--- src/sv/bgrg_pkg.sv ---
// ----------------------------------------------------------------------------
// bgrg_pkg
// Shared types, register codes and the shape table of the box glyph
// rectangle generator.
// ----------------------------------------------------------------------------
`default_nettype none

package bgrg_pkg;

	localparam int CP_W     = 21;
	localparam int GRID_W   = 10;
	localparam int CW_W     = 7;
	localparam int CH_W     = 8;
	localparam int CFG_IDX_W = 1;
	localparam int CFG_DAT_W = 8;
	localparam int X_W      = 21;
	localparam int Y_W      = 22;
	localparam int W_W      = 11;
	localparam int H_W      = 12;
	localparam int FR_W     = 5;

	localparam logic [CFG_IDX_W-1:0] REG_PX_WIDTH  = 1'd0;
	localparam logic [CFG_IDX_W-1:0] REG_PX_HEIGHT = 1'd1;

	localparam logic [CW_W-1:0] CW_RESET = 7'd8;
	localparam logic [CW_W-1:0] CW_MAX   = 7'd64;
	localparam logic [CH_W-1:0] CH_RESET = 8'd16;
	localparam logic [CH_W-1:0] CH_MAX   = 8'd128;

	// Rectangle in sixteenths of the cell
	typedef struct packed {
		logic [FR_W-1:0] x;
		logic [FR_W-1:0] y;
		logic [FR_W-1:0] w;
		logic [FR_W-1:0] h;
	} frect_t;

	typedef struct packed {
		logic   hit;
		logic   two;
		frect_t r0;
		frect_t r1;
	} shape_t;

	localparam frect_t R_NONE = '{5'd0, 5'd0, 5'd0, 5'd0};
	localparam frect_t R_HL   = '{5'd0, 5'd7, 5'd16, 5'd2};
	localparam frect_t R_HH   = '{5'd0, 5'd6, 5'd16, 5'd4};
	localparam frect_t R_VL   = '{5'd7, 5'd0, 5'd2, 5'd16};
	localparam frect_t R_VH   = '{5'd6, 5'd0, 5'd4, 5'd16};
	localparam frect_t R_SL   = '{5'd0, 5'd7, 5'd9, 5'd2};
	localparam frect_t R_SR   = '{5'd7, 5'd7, 5'd9, 5'd2};
	localparam frect_t R_SU   = '{5'd7, 5'd0, 5'd2, 5'd9};
	localparam frect_t R_SD   = '{5'd7, 5'd7, 5'd2, 5'd9};

	function automatic frect_t mk_rect(input int x, input int y, input int w, input int h);
		frect_t r;
		r.x = FR_W'(x);
		r.y = FR_W'(y);
		r.w = FR_W'(w);
		r.h = FR_W'(h);
		return r;
	endfunction

	function automatic shape_t shape_lookup(input logic [CP_W-1:0] cp);
		shape_t s;
		s.hit = 1'b1;
		s.two = 1'b0;
		s.r0  = R_NONE;
		s.r1  = R_NONE;
		case (cp)
			21'h02588: s.r0 = mk_rect(0, 0, 16, 16);
			21'h02580: s.r0 = mk_rect(0, 0, 16, 8);
			21'h02584: s.r0 = mk_rect(0, 8, 16, 8);
			21'h0258C: s.r0 = mk_rect(0, 0, 8, 16);
			21'h02590: s.r0 = mk_rect(8, 0, 8, 16);
			21'h02581: s.r0 = mk_rect(0, 14, 16, 2);
			21'h02582: s.r0 = mk_rect(0, 12, 16, 4);
			21'h02583: s.r0 = mk_rect(0, 10, 16, 6);
			21'h02585: s.r0 = mk_rect(0, 6, 16, 10);
			21'h02586: s.r0 = mk_rect(0, 4, 16, 12);
			21'h02587: s.r0 = mk_rect(0, 2, 16, 14);
			21'h02589: s.r0 = mk_rect(0, 0, 14, 16);
			21'h0258A: s.r0 = mk_rect(0, 0, 12, 16);
			21'h0258B: s.r0 = mk_rect(0, 0, 10, 16);
			21'h0258D: s.r0 = mk_rect(0, 0, 6, 16);
			21'h0258E: s.r0 = mk_rect(0, 0, 4, 16);
			21'h0258F: s.r0 = mk_rect(0, 0, 2, 16);
			21'h02500: s.r0 = R_HL;
			21'h02501: s.r0 = R_HH;
			21'h02502: s.r0 = R_VL;
			21'h02503: s.r0 = R_VH;
			21'h0250C: begin s.two = 1'b1; s.r0 = R_SD; s.r1 = R_SR; end
			21'h02510: begin s.two = 1'b1; s.r0 = R_SD; s.r1 = R_SL; end
			21'h02514: begin s.two = 1'b1; s.r0 = R_SU; s.r1 = R_SR; end
			21'h02518: begin s.two = 1'b1; s.r0 = R_SU; s.r1 = R_SL; end
			21'h0251C: begin s.two = 1'b1; s.r0 = R_VL; s.r1 = R_SR; end
			21'h02524: begin s.two = 1'b1; s.r0 = R_VL; s.r1 = R_SL; end
			21'h0252C: begin s.two = 1'b1; s.r0 = R_HL; s.r1 = R_SD; end
			21'h02534: begin s.two = 1'b1; s.r0 = R_HL; s.r1 = R_SU; end
			21'h0253C: begin s.two = 1'b1; s.r0 = R_HL; s.r1 = R_VL; end
			default:   s.hit = 1'b0;
		endcase
		return s;
	endfunction

endpackage

`default_nettype wire

--- src/sv/box_glyph_rect_generator.sv ---
// ----------------------------------------------------------------------------
// box_glyph_rect_generator
// Turns block-element and box-drawing code points into filled rectangles in
// 1/16-pixel coordinates.
// ----------------------------------------------------------------------------
// Input channel (in_valid/in_stall): one item per character cell, carrying
// code_point, column and grid_row. Output channel (out_valid/out_stall): one
// or two rectangles per item, last marks the final one. A code point that is
// not drawn procedurally gives one result with hit low, zero rectangle and
// last high. Config channel (cfg_valid/cfg_ready, always ready): index 0
// writes the cell width from the low seven data bits and saturates it above
// 64, index 1 writes the cell height and saturates it above 128. Write
// config only while the block is idle. An accepted item passes the lookup,
// multiply, add and output register stages before its first result.
// Throughput: one item per cycle for single-rectangle shapes when out_stall
// is low; a two-rectangle shape holds the output stage for both rectangles.
// Reset clears all valid bits and loads cell size 8 x 16. While out_stall is
// high the output holds, the stages behind it fill, and in_stall rises once
// every stage is full; nothing is lost or repeated.
// ----------------------------------------------------------------------------
`default_nettype none

module box_glyph_rect_generator
	import bgrg_pkg::*;
(
	input  wire logic                 clk,
	input  wire logic                 arst_n,
	input  wire logic                 in_valid,
	output      logic                 in_stall,
	input  wire logic [CP_W-1:0]      code_point,
	input  wire logic [GRID_W-1:0]    column,
	input  wire logic [GRID_W-1:0]    grid_row,
	output      logic                 out_valid,
	input  wire logic                 out_stall,
	output      logic                 hit,
	output      logic [X_W-1:0]       rect_x,
	output      logic [Y_W-1:0]       rect_y,
	output      logic [W_W-1:0]       rect_w,
	output      logic [H_W-1:0]       rect_h,
	output      logic                 last,
	input  wire logic                 cfg_valid,
	output      logic                 cfg_ready,
	input  wire logic [CFG_IDX_W-1:0] cfg_index,
	input  wire logic [CFG_DAT_W-1:0] cfg_data
);

	logic [CW_W-1:0] cw_q;
	logic [CH_W-1:0] ch_q;

	logic v_s1, v_s2, v_s3, v_s4;
	logic sel_q;
	logic en1, en2, en3, en4;
	logic take, fin;

	shape_t            shp_s1;
	logic [GRID_W-1:0] col_s1, row_s1;

	logic                  hit_s2, two_s2;
	logic [16:0]           colcw_s2;
	logic [17:0]           rowch_s2;
	logic [11:0]           fxcw_s2 [2];
	logic [12:0]           fych_s2 [2];
	logic [W_W-1:0]        w_s2    [2];
	logic [H_W-1:0]        h_s2    [2];

	logic           hit_s3, two_s3;
	logic [X_W-1:0] x_s3 [2];
	logic [Y_W-1:0] y_s3 [2];
	logic [W_W-1:0] w_s3 [2];
	logic [H_W-1:0] h_s3 [2];

	logic           hit_s4, two_s4;
	logic [X_W-1:0] x_s4 [2];
	logic [Y_W-1:0] y_s4 [2];
	logic [W_W-1:0] w_s4 [2];
	logic [H_W-1:0] h_s4 [2];

	frect_t fr_s1 [2];

	assign cfg_ready = 1'b1;

	always_ff @(posedge clk or negedge arst_n) begin
		if (!arst_n) begin
			cw_q <= CW_RESET;
			ch_q <= CH_RESET;
		end else if (cfg_valid) begin
			case (cfg_index)
				REG_PX_WIDTH:  cw_q <= (cfg_data[CW_W-1:0] > CW_MAX) ? CW_MAX
				                                                      : cfg_data[CW_W-1:0];
				REG_PX_HEIGHT: ch_q <= (cfg_data > CH_MAX) ? CH_MAX : cfg_data;
				default: ;
			endcase
		end
	end

	assign last = !two_s4 || sel_q;
	assign take = v_s4 && !out_stall;
	assign fin  = take && last;
	assign en4  = !v_s4 || fin;
	assign en3  = !v_s3 || en4;
	assign en2  = !v_s2 || en3;
	assign en1  = !v_s1 || en2;
	assign in_stall = !en1;

	always_ff @(posedge clk or negedge arst_n) begin
		if (!arst_n) begin
			v_s1  <= 1'b0;
			v_s2  <= 1'b0;
			v_s3  <= 1'b0;
			v_s4  <= 1'b0;
			sel_q <= 1'b0;
		end else begin
			if (en1) v_s1 <= in_valid;
			if (en2) v_s2 <= v_s1;
			if (en3) v_s3 <= v_s2;
			if (en4) v_s4 <= v_s3;
			if (fin) begin
				sel_q <= 1'b0;
			end else if (take) begin
				sel_q <= 1'b1;
			end
		end
	end

	assign fr_s1[0] = shp_s1.r0;
	assign fr_s1[1] = shp_s1.r1;

	always_ff @(posedge clk) begin
		if (en1) begin
			shp_s1 <= shape_lookup(code_point);
			col_s1 <= column;
			row_s1 <= grid_row;
		end
		if (en2) begin
			hit_s2   <= shp_s1.hit;
			two_s2   <= shp_s1.two;
			colcw_s2 <= 17'(col_s1) * 17'(cw_q);
			rowch_s2 <= 18'(row_s1) * 18'(ch_q);
			for (int k = 0; k < 2; k++) begin
				fxcw_s2[k] <= 12'(fr_s1[k].x) * 12'(cw_q);
				fych_s2[k] <= 13'(fr_s1[k].y) * 13'(ch_q);
				w_s2[k]    <= 11'(fr_s1[k].w) * 11'(cw_q);
				h_s2[k]    <= 12'(fr_s1[k].h) * 12'(ch_q);
			end
		end
		if (en3) begin
			hit_s3 <= hit_s2;
			two_s3 <= two_s2;
			for (int k = 0; k < 2; k++) begin
				x_s3[k] <= {colcw_s2, 4'b0000} + X_W'(fxcw_s2[k]);
				y_s3[k] <= {rowch_s2, 4'b0000} + Y_W'(fych_s2[k]);
				w_s3[k] <= w_s2[k];
				h_s3[k] <= h_s2[k];
			end
		end
		if (en4) begin
			hit_s4 <= hit_s3;
			two_s4 <= two_s3;
			x_s4   <= x_s3;
			y_s4   <= y_s3;
			w_s4   <= w_s3;
			h_s4   <= h_s3;
		end
	end

	always_comb begin
		out_valid = v_s4;
		hit       = hit_s4;
		rect_x    = '0;
		rect_y    = '0;
		rect_w    = '0;
		rect_h    = '0;
		if (hit_s4) begin
			rect_x = sel_q ? x_s4[1] : x_s4[0];
			rect_y = sel_q ? y_s4[1] : y_s4[0];
			rect_w = sel_q ? w_s4[1] : w_s4[0];
			rect_h = sel_q ? h_s4[1] : h_s4[0];
		end
	end

endmodule

`default_nettype wire

--- config.mk ---
export PLATFORM = sky130hd
export DESIGN_NAME = box_glyph_rect_generator
export DESIGN_NICKNAME = d
export VERILOG_FILES = /design/src/sv/bgrg_pkg.sv /design/src/sv/box_glyph_rect_generator.sv
export SDC_FILE = /design/constraint.sdc
export NUM_CORES = 1
export LEC_CHECK = 0
export ABC_AREA = 1
export BUFFER_PORTS_ARGS = -buffer_cell sky130_fd_sc_hd__buf_2
export CORE_UTILIZATION = 65
export DETAILED_ROUTE_END_ITERATION = 7
export PLACE_DENSITY = 0.83
export SLEW_MARGIN = 0
export SYNTH_ARGS = -nofsm -noshare
export SYNTH_HDL_FRONTEND = slang
export SYNTH_SLANG_ARGS = --single-unit
--- constraint.sdc ---
create_clock -name clk -period 13.2 [get_ports clk]
set_input_delay 0.66 -clock clk [delete_from_list [all_inputs] [get_ports clk]]
set_output_delay 0.66 -clock clk [all_outputs]
set_load 0.005 [all_outputs]
==> summary.md, run 1 <==
| Metric | Value |
|---|---|
| CTS tree | `yes` |
| Overall Global Routing Usage | `between 20% and 30%` |
| Kind of critical path | `reg -> out` |
| DR pass1 iterations | `7` |
| RSZ-0062 raised after global routing | `false` |
| Root Buffer | `clkbuf_16` |
| Post-synth top cells | `inv_1, nand2_1, edfxtp_1` |
| Final Hold Fails | `0` |
| Uppermost layer routed | `met4` |
| CP required | `~13 ns` |
| H-tree depth | `2` |
| Min Tclk post-route | `between 5 and 6 ns` |
| Synth top area cells | `edfxtp_1, ha_1, fa_1` |
| Bufs on Longest Clock Path | `3` |
| Final total power | `approximately 0.0062 W` |
| #FFs+latches synth | `460` |
| Util after Layout | `just over 70%` |
| Fin Setup TNS | `0 ns` |
| Peak supply drop | `between 0.1 and 0.15 mV` |
| Fin nets | `3549` |
| Std cell rows | `77` |
| Avg Cell Area, Syn | `10.06 µm²` |
| Critical path launch point type | `register` |
| Number of cells on the worst reg-to-reg path | `14` |
| Sequential-to-total area share from yosys stat | `between 40% and 50%` |
| Largest net degree at the start of global routing | `75` |
| Post-synth top area share | `44.45%` |
| Pleak | `approximately 17 nW` |
| Hold Buf Count CTS | `0` |
| Initial antenna violation count | `0` |
| Clock Pin Slew Worst Setup and Hold Paths | `0.07 ns` |
| Synth Instances | `between 2k and 3k` |
| Top-count cell post-synth | `inv_1` |
| Met2 Wirelength | `30260 µm` |
| Average wire per cell in the routed design | `around 17 µm` |
| Metal1 wirelength | `between 20000 and 30000 µm` |
| Post-synth EDFFs | `440` |
| Via count | `20.18k` |
| Fin cells | `3687` |
| Post-CTS Setup Inserts | `0` |
| ANT nets after route | `0` |
| Die H | `around 220 µm` |
| Post-CTS sizing | `0` |
| Post-DP HPWL | `about 46000 µm` |
| CTS Sinks | `460` |
| DRC | `0` |
| Status | `completed` |
| Post-DP Area | `0.03085 mm²` |
| Commonest register cell after synthesis | `edfxtp_1` |
| # IOs | `126` |
| Max-slew violations | `0` |
| Fillers | `between 2k and 3k` |
| Die W | `approximately 220 µm` |
| Synth cell types | `52` |
| R2r setup slk | `between 7 and 8 ns` |
| Global route overflow | `0` |
| Routed wl met3 | `~4800 µm` |
| Hold Path Class | `in -> async` |
| Syn_nets | `3446` |
| Post-synth ARST share | `~4.3%` |
| Period utilization | `~42%` |
| Number of max-cap violations | `0` |
| Initial Utilization | `around two thirds` |
| Worst-Margin Slew | `approximately 1.1 ns` |
| P&R area growth vs syn | `8.940%` |
| Synthesis Warnings | `0` |
| Post-Syn Area | `0.02973 mm²` |
| Die Area | `~0.047 mm²` |
| Worst Setup End Kind | `output port` |
| WP data arrival | `about 5 ns` |
| Antenna cells | `0` |
| GP Congestion | `0.9385` |
| Sequential Area | `~0.014 mm²` |
| Critical path peak fanout | `67` |
| Setup-failing EPs final | `0` |
| Initial DRC count | `approximately 1.9k` |
| CTS buffer count | `46` |
| Fmax | `around 180 MHz` |
| Cell taking the most area after synthesis | `edfxtp_1` |
| Placed cells | `between 3k and 4k` |
| First-pass GRT wire length | `roughly 100000 µm` |
| Aggregate routed wire length | `approximately 64000 µm` |
| Clock Latency Late Sink | `~0.60 ns` |
| Core region area | `approximately 0.045 mm²` |
| Vias in the first global route | `~21k` |
| Number of I/O port buffers | `124` |
| Power per cell area | `~190 mW/mm²` |
| Share of cells above drive strength 1 | `about 8.4%` |
| Clk_skew | `about 0.023 ns` |
| Post-route cell area | `around 0.032 mm²` |
| Vias/cell | `approximately 5.5` |
| Slew margin rel. | `a little over a quarter` |
| Multi-input gate area | `about 0.013 mm²` |
through the flow:
stage | setup slack [ns] | hold slack [ns]
6_report | 7.595 | 0.07388
5_1_grt | 7.209 | 0.07234
4_1_cts | 7.601 | 0.04878
3_5_place_dp | 7.835 | 0.4045
3_3_place_gp | 7.897 | 0.4009
2_1_floorplan | 4.925 | 0.3644
flip-flops by register name, summed over array words and instances, names as in the netlist, 2 cells and up:
| name | flops |
|---|---|
| y_s3 | 44 |
| y_s4 | 44 |
| x_s3 | 42 |
| x_s4 | 42 |
| fych_s2 | 25 |
| h_s2 | 24 |
| h_s3 | 24 |
| h_s4 | 24 |
| fxcw_s2 | 23 |
| fr_s1 | 22 |
| w_s2 | 21 |
| w_s3 | 21 |
| w_s4 | 21 |
| rowch_s2 | 18 |
| colcw_s2 | 17 |
| col_s1 | 10 |
| row_s1 | 10 |
| ch_q | 8 |
| cw_q | 7 |
| shp_s1 | 2 |
worst paths after layout:
kind | startpoint | end
setup / recovery | sel_q$_DFFE_PN0P_ | in_stall
hold / removal | arst_n | cw_q[6]$_DFFE_PN0P_
setup reg to reg | sel_q$_DFFE_PN0P_ | row_s1[7]$_DFFE_PN_
hold reg to reg | h_s2[0][12]$_DFFE_PP_ | h_s3[0]$_DFFE_PP_
max in group asynchronous | arst_n | sel_q$_DFFE_PN0P_
min in group clk | grid_row[7] | row_s1[7]$_DFFE_PN_
cell families (layout without fill, tap and decap cells):
logic type	after synthesis	count (layout)	share of synthesized area, %
adders and majority gates	436	436	22.49
DFF	460	460	46.14
xor gates and xnor gates	150	150	4.419
and+or+nand+nor	923	923	12.88
AOI/OAI and AO/OA	257	257	4.786
buffers and inverters	728	868	9.277
other	1	1	0.01261
report_power, final:
group | internal (W) | leakage, nW | switching (W) | total, W
combinational | 0.000758 | 11.7 | 0.00138 | 0.00213
clock | 0.000749 | 0.735 | 0.000573 | 0.00132
sequential | 0.00239 | 4.62 | 0.000317 | 0.00271
area by class of cell:
class,count,share of cell area (%)
Timing Repair Buffer,133,2.125
Tap cell,592,2.287
Multi-Input combinational cell,1767,40.93
Clock buffer,51,3.612
Clock inverter,34,1.128
Sequential cell,460,42.36
Inverter,650,7.565
layout by cell type, fill, tap and decap left out, types with 3 or more instances in the layout:
cell / netlist / final
nand3_1: 75 / 75
clkbuf_16: 0 / 46
bufinv_16: 0 / 5
inv_2: 6 / 5
ha_1: 272 / 272
o2111ai_1: 3 / 3
buf_4: 1 / 9
nand2_1: 548 / 548
clkinv_4: 0 / 4
o21ai_1: 4 / 4
a21oi_1: 104 / 104
o21bai_1: 4 / 4
nor2_1: 228 / 228
a21o_1: 14 / 14
clkinv_1: 0 / 9
inv_1: 643 / 641
nand4_1: 14 / 14
nor2_2: 17 / 17
dfrtp_1: 18 / 17
o211ai_1: 8 / 8
o21ai_2: 5 / 5
buf_2: 1 / 124
clkinvlp_4: 0 / 5
nand3_2: 5 / 5
a31oi_1: 5 / 5
clkbuf_1: 60 / 5
fa_1: 164 / 164
xnor2_1: 43 / 43
edfxtp_1: 440 / 440
clkinv_2: 0 / 6
o21ai_0: 97 / 97
nor2_4: 9 / 9
nand3b_1: 3 / 3
xor2_1: 107 / 107
inv_4: 1 / 4
nor3_1: 9 / 9
nand2_2: 5 / 5
critical path, stage by stage, from the launching register on:
cell,delay [ns]
dfrtp_2,0.34
buf_4,0.54
inv_2,0.04
buf_4,0.34
nand2_1,0.19
nand2_1,0.07
inv_1,0.07
nor2_1,0.06
inv_4,0.61
nor2_1,0.16
inv_4,0.69
nor2_1,0.16
inv_4,0.61
nor2_2,0.10
buf_2,0.16
layer usage:
metal  up-vias  GRT usage, %
li1       9568             -
met1      9636         38.52
met2       854         47.26
met3       120         4.172
met4         0         8.936
met5         -             0
Note: power is estimated with default switching activity, not from simulation.
==> run 2: changes to the inputs <==
Settings changed: CORE_UTILIZATION 65 to 57, PLACE_DENSITY 0.83 to 0.78.
Clock period 13.2 ns to 4.5 ns, I/O delays scaled along.
==> run 2 against run 1 <==
Clock skew rose by 0.0045 ns. Global-route usage fell by 3.2 points. Die area rose by 14%. Highest routed layer unchanged.
==> summary.md, run 2 (synthesis gave the netlist of run 1 again) <==
| Metric | Value |
|---|---|
| Status | `completed` |
| Post-Place Setup Slack | `roughly 0.13 ns` |
| CTS tree | `yes` |
| Hold Path Class | `in -> reg` |
| Fmax | `about 230 MHz` |
| Register share of total power | `between 40% and 50%` |
| Via count | `around 20k` |
| Number of max-cap violations | `0` |
| Initial DRC count | `between 1.5k and 2k` |
| P_sw | `0.006620 W` |
| Fin nets | `around 3.6k` |
| R2r setup slk | `between 0.15 and 0.2 ns` |
| CP required | `a little under 5 ns` |
| Worst-Margin Slew | `approximately 1.1 ns` |
| Root Buffer | `clkbuf_16` |
| GP Congestion | `between 0.8 and 0.9` |
| Critical path peak fanout | `8` |
| Die Area | `roughly 0.053 mm²` |
| Fin cells | `between 3k and 4k` |
| Power per cell area | `approximately 550 mW/mm²` |
| Antenna cells | `0` |
| Setup-failing EPs final | `0` |
| Share of cells above drive strength 1 | `under 10%` |
| Pleak | `between 15 and 20 nW` |
| Die H | `between 200 and 250 µm` |
| Initial Utilization | `approximately 58%` |
| Largest registers | `y_s3 (44), y_s4 (44)` |
| Vias/cell | `around 5.2` |
| Clock Pin Slew Worst Setup and Hold Paths | `~0.070 ns` |
| Internal power | `about 0.012 W` |
| Most frequent cells in the layout | `inv_1, nand2_1, edfxtp_1, ha_1, nor2_1` |
| Initial antenna violation count | `1` |
| WP data arrival | `~4.7 ns` |
| CTS Sinks | `between 400 and 500` |
| Final Hold Fails | `0` |
| Die W | `roughly 230 µm` |
| Sw Ratio | `roughly 36%` |
| Period utilization | `a little over nine tenths` |
| Post-DP Area | `about 0.031 mm²` |
| Clk_skew | `about 0.028 ns` |
| RSZ-0062 raised after global routing | `true` |
| Vias in the first global route | `20.30k` |
| DRC | `0` |
| Global route overflow | `0` |
| Worst Setup End Kind | `register` |
| Post-route cell area | `0.03319 mm²` |
| Largest net degree at the start of global routing | `90` |
| ANT nets after route | `0` |
| Worst hold slack | `0.05193 ns` |
| Overall Global Routing Usage | `between 20% and 30%` |
| First-pass GRT wire length | `104700 µm` |
| Kind of critical path | `reg -> reg` |
| Peak supply drop | `approximately 0.42 mV` |
| P&R area growth vs syn | `11.65%` |
| Max-slew violations | `0` |
| Std cell rows | `just over 80` |
| Clk pwr share | `about 22%` |
| Util after Layout | `between 60% and 70%` |
| Slew margin rel. | `27.05%` |
| CTS buffer count | `48` |
| Aggregate routed wire length | `64490 µm` |
| Bufs on Longest Clock Path | `3` |
| Clock Latency Late Sink | `a little over 0.6 ns` |
| Placed cells | `roughly 3.7k` |
| H-tree depth | `2` |
| Core region area | `0.05141 mm²` |
| Min Tclk post-route | `roughly 4.3 ns` |
| Logic pwr share | `between 30% and 40%` |
| PnR worst setup slack | `0.1822 ns` |
| Critical path launch point type | `register` |
| DR pass1 iterations | `6` |
| Number of I/O port buffers | `124` |
| Post-DP HPWL | `around 48000 µm` |
| Average wire per cell in the routed design | `16.80 µm` |
| # IOs | `~130` |
| Most common cell after layout, fill and taps aside | `inv_1` |
run 2: cell types whose count changed in the layout (fill, tap and decap cells not counted), moves of 3 or more:
cell | before | now
buf_4 | 9 | 39
inv_4 | 4 | 1
a21oi_2 | 0 | 5
a21oi_1 | 104 | 99
dlygate4sd3_1 | 0 | 32
run 2: power by group through the flow:
stage | logic [W] | clock network [W] | registers, W
after global placement | 0.00597 | 0 | 0.00781
after global routing | 0.00723 | 0.00424 | 0.00798
after detailed placement | 0.00621 | 0 | 0.00791
final | 0.00638 | 0.00401 | 0.00784
after floorplan | 0.00468 | 0 | 0.00743
after CTS | 0.00633 | 0.00409 | 0.00783
run 2: path summary, 6_finish.rpt:
kind                                          from                endpoint  cells after the start
max reg2reg                    row_s1[3]$_DFFE_PN_  rowch_s2[16]$_DFFE_PP_                     15
min reg2reg                fych_s2[0][3]$_DFFE_PP_      y_s3[25]$_DFFE_PP_                      0
max                            row_s1[3]$_DFFE_PN_  rowch_s2[16]$_DFFE_PP_                     15
min in group asynchronous                   arst_n        v_s1$_DFFE_PN0N_                      2
max in group asynchronous                   arst_n     ch_q[3]$_DFFE_PN0P_                      2
min                                      cfg_valid     cw_q[6]$_DFFE_PN0P_                      5
run 2: cell type report:
type                       instances  area (µm²)
clock buffer                      55        1227
clock inverter                    31       354.1
inverter                         650        2502
fill                            3968       18220
multi-input combinational       1767       13300
timing repair buffer             195        1234
tap                              680       850.8
sequential                       460       13720
run 2: worst max-delay path, stage by stage (launching register included):
cell and delay [ns]:
edfxtp_1 0.54, nand2_1 0.13, fa_1 0.52, fa_1 0.49, inv_1 0.05, fa_1 0.53
inv_1 0.05, fa_1 0.53, inv_1 0.04, ha_1 0.35, a21oi_1 0.14, o21ai_1 0.10
nand2_1 0.07, nand4_1 0.22, a21oi_2 0.23, xor2_1 0.08
run 2: metal layers:
metal / wire (µm) / global-route usage, % / share of wire [%] / vias up
li1: - / - / - / 9683
met1: 28300 / 34.63 / 44 / 9604
met2: 30480 / 41.69 / 47 / 667
met3: 4046 / 3.088 / 6.3 / 92
met4: 1669 / 7.968 / 2.6 / 0
met5: 0 / 0 / 0 / -
run 2: repair_timing:
action,CTS,global route
resized for setup,0,8
setup buffers,0,5
setup endpoints to repair,0,8
hold buffers,32,0
endpoints found under the hold margin,50,0
run 2: through the flow:
step,power (W),TNS [ns]
floorplan,0.01211,-20.96
global placement,0.01378,0
finish,0.01823,0
global route,0.01945,-0.04289
CTS,0.01825,0
detailed placement,0.01412,0
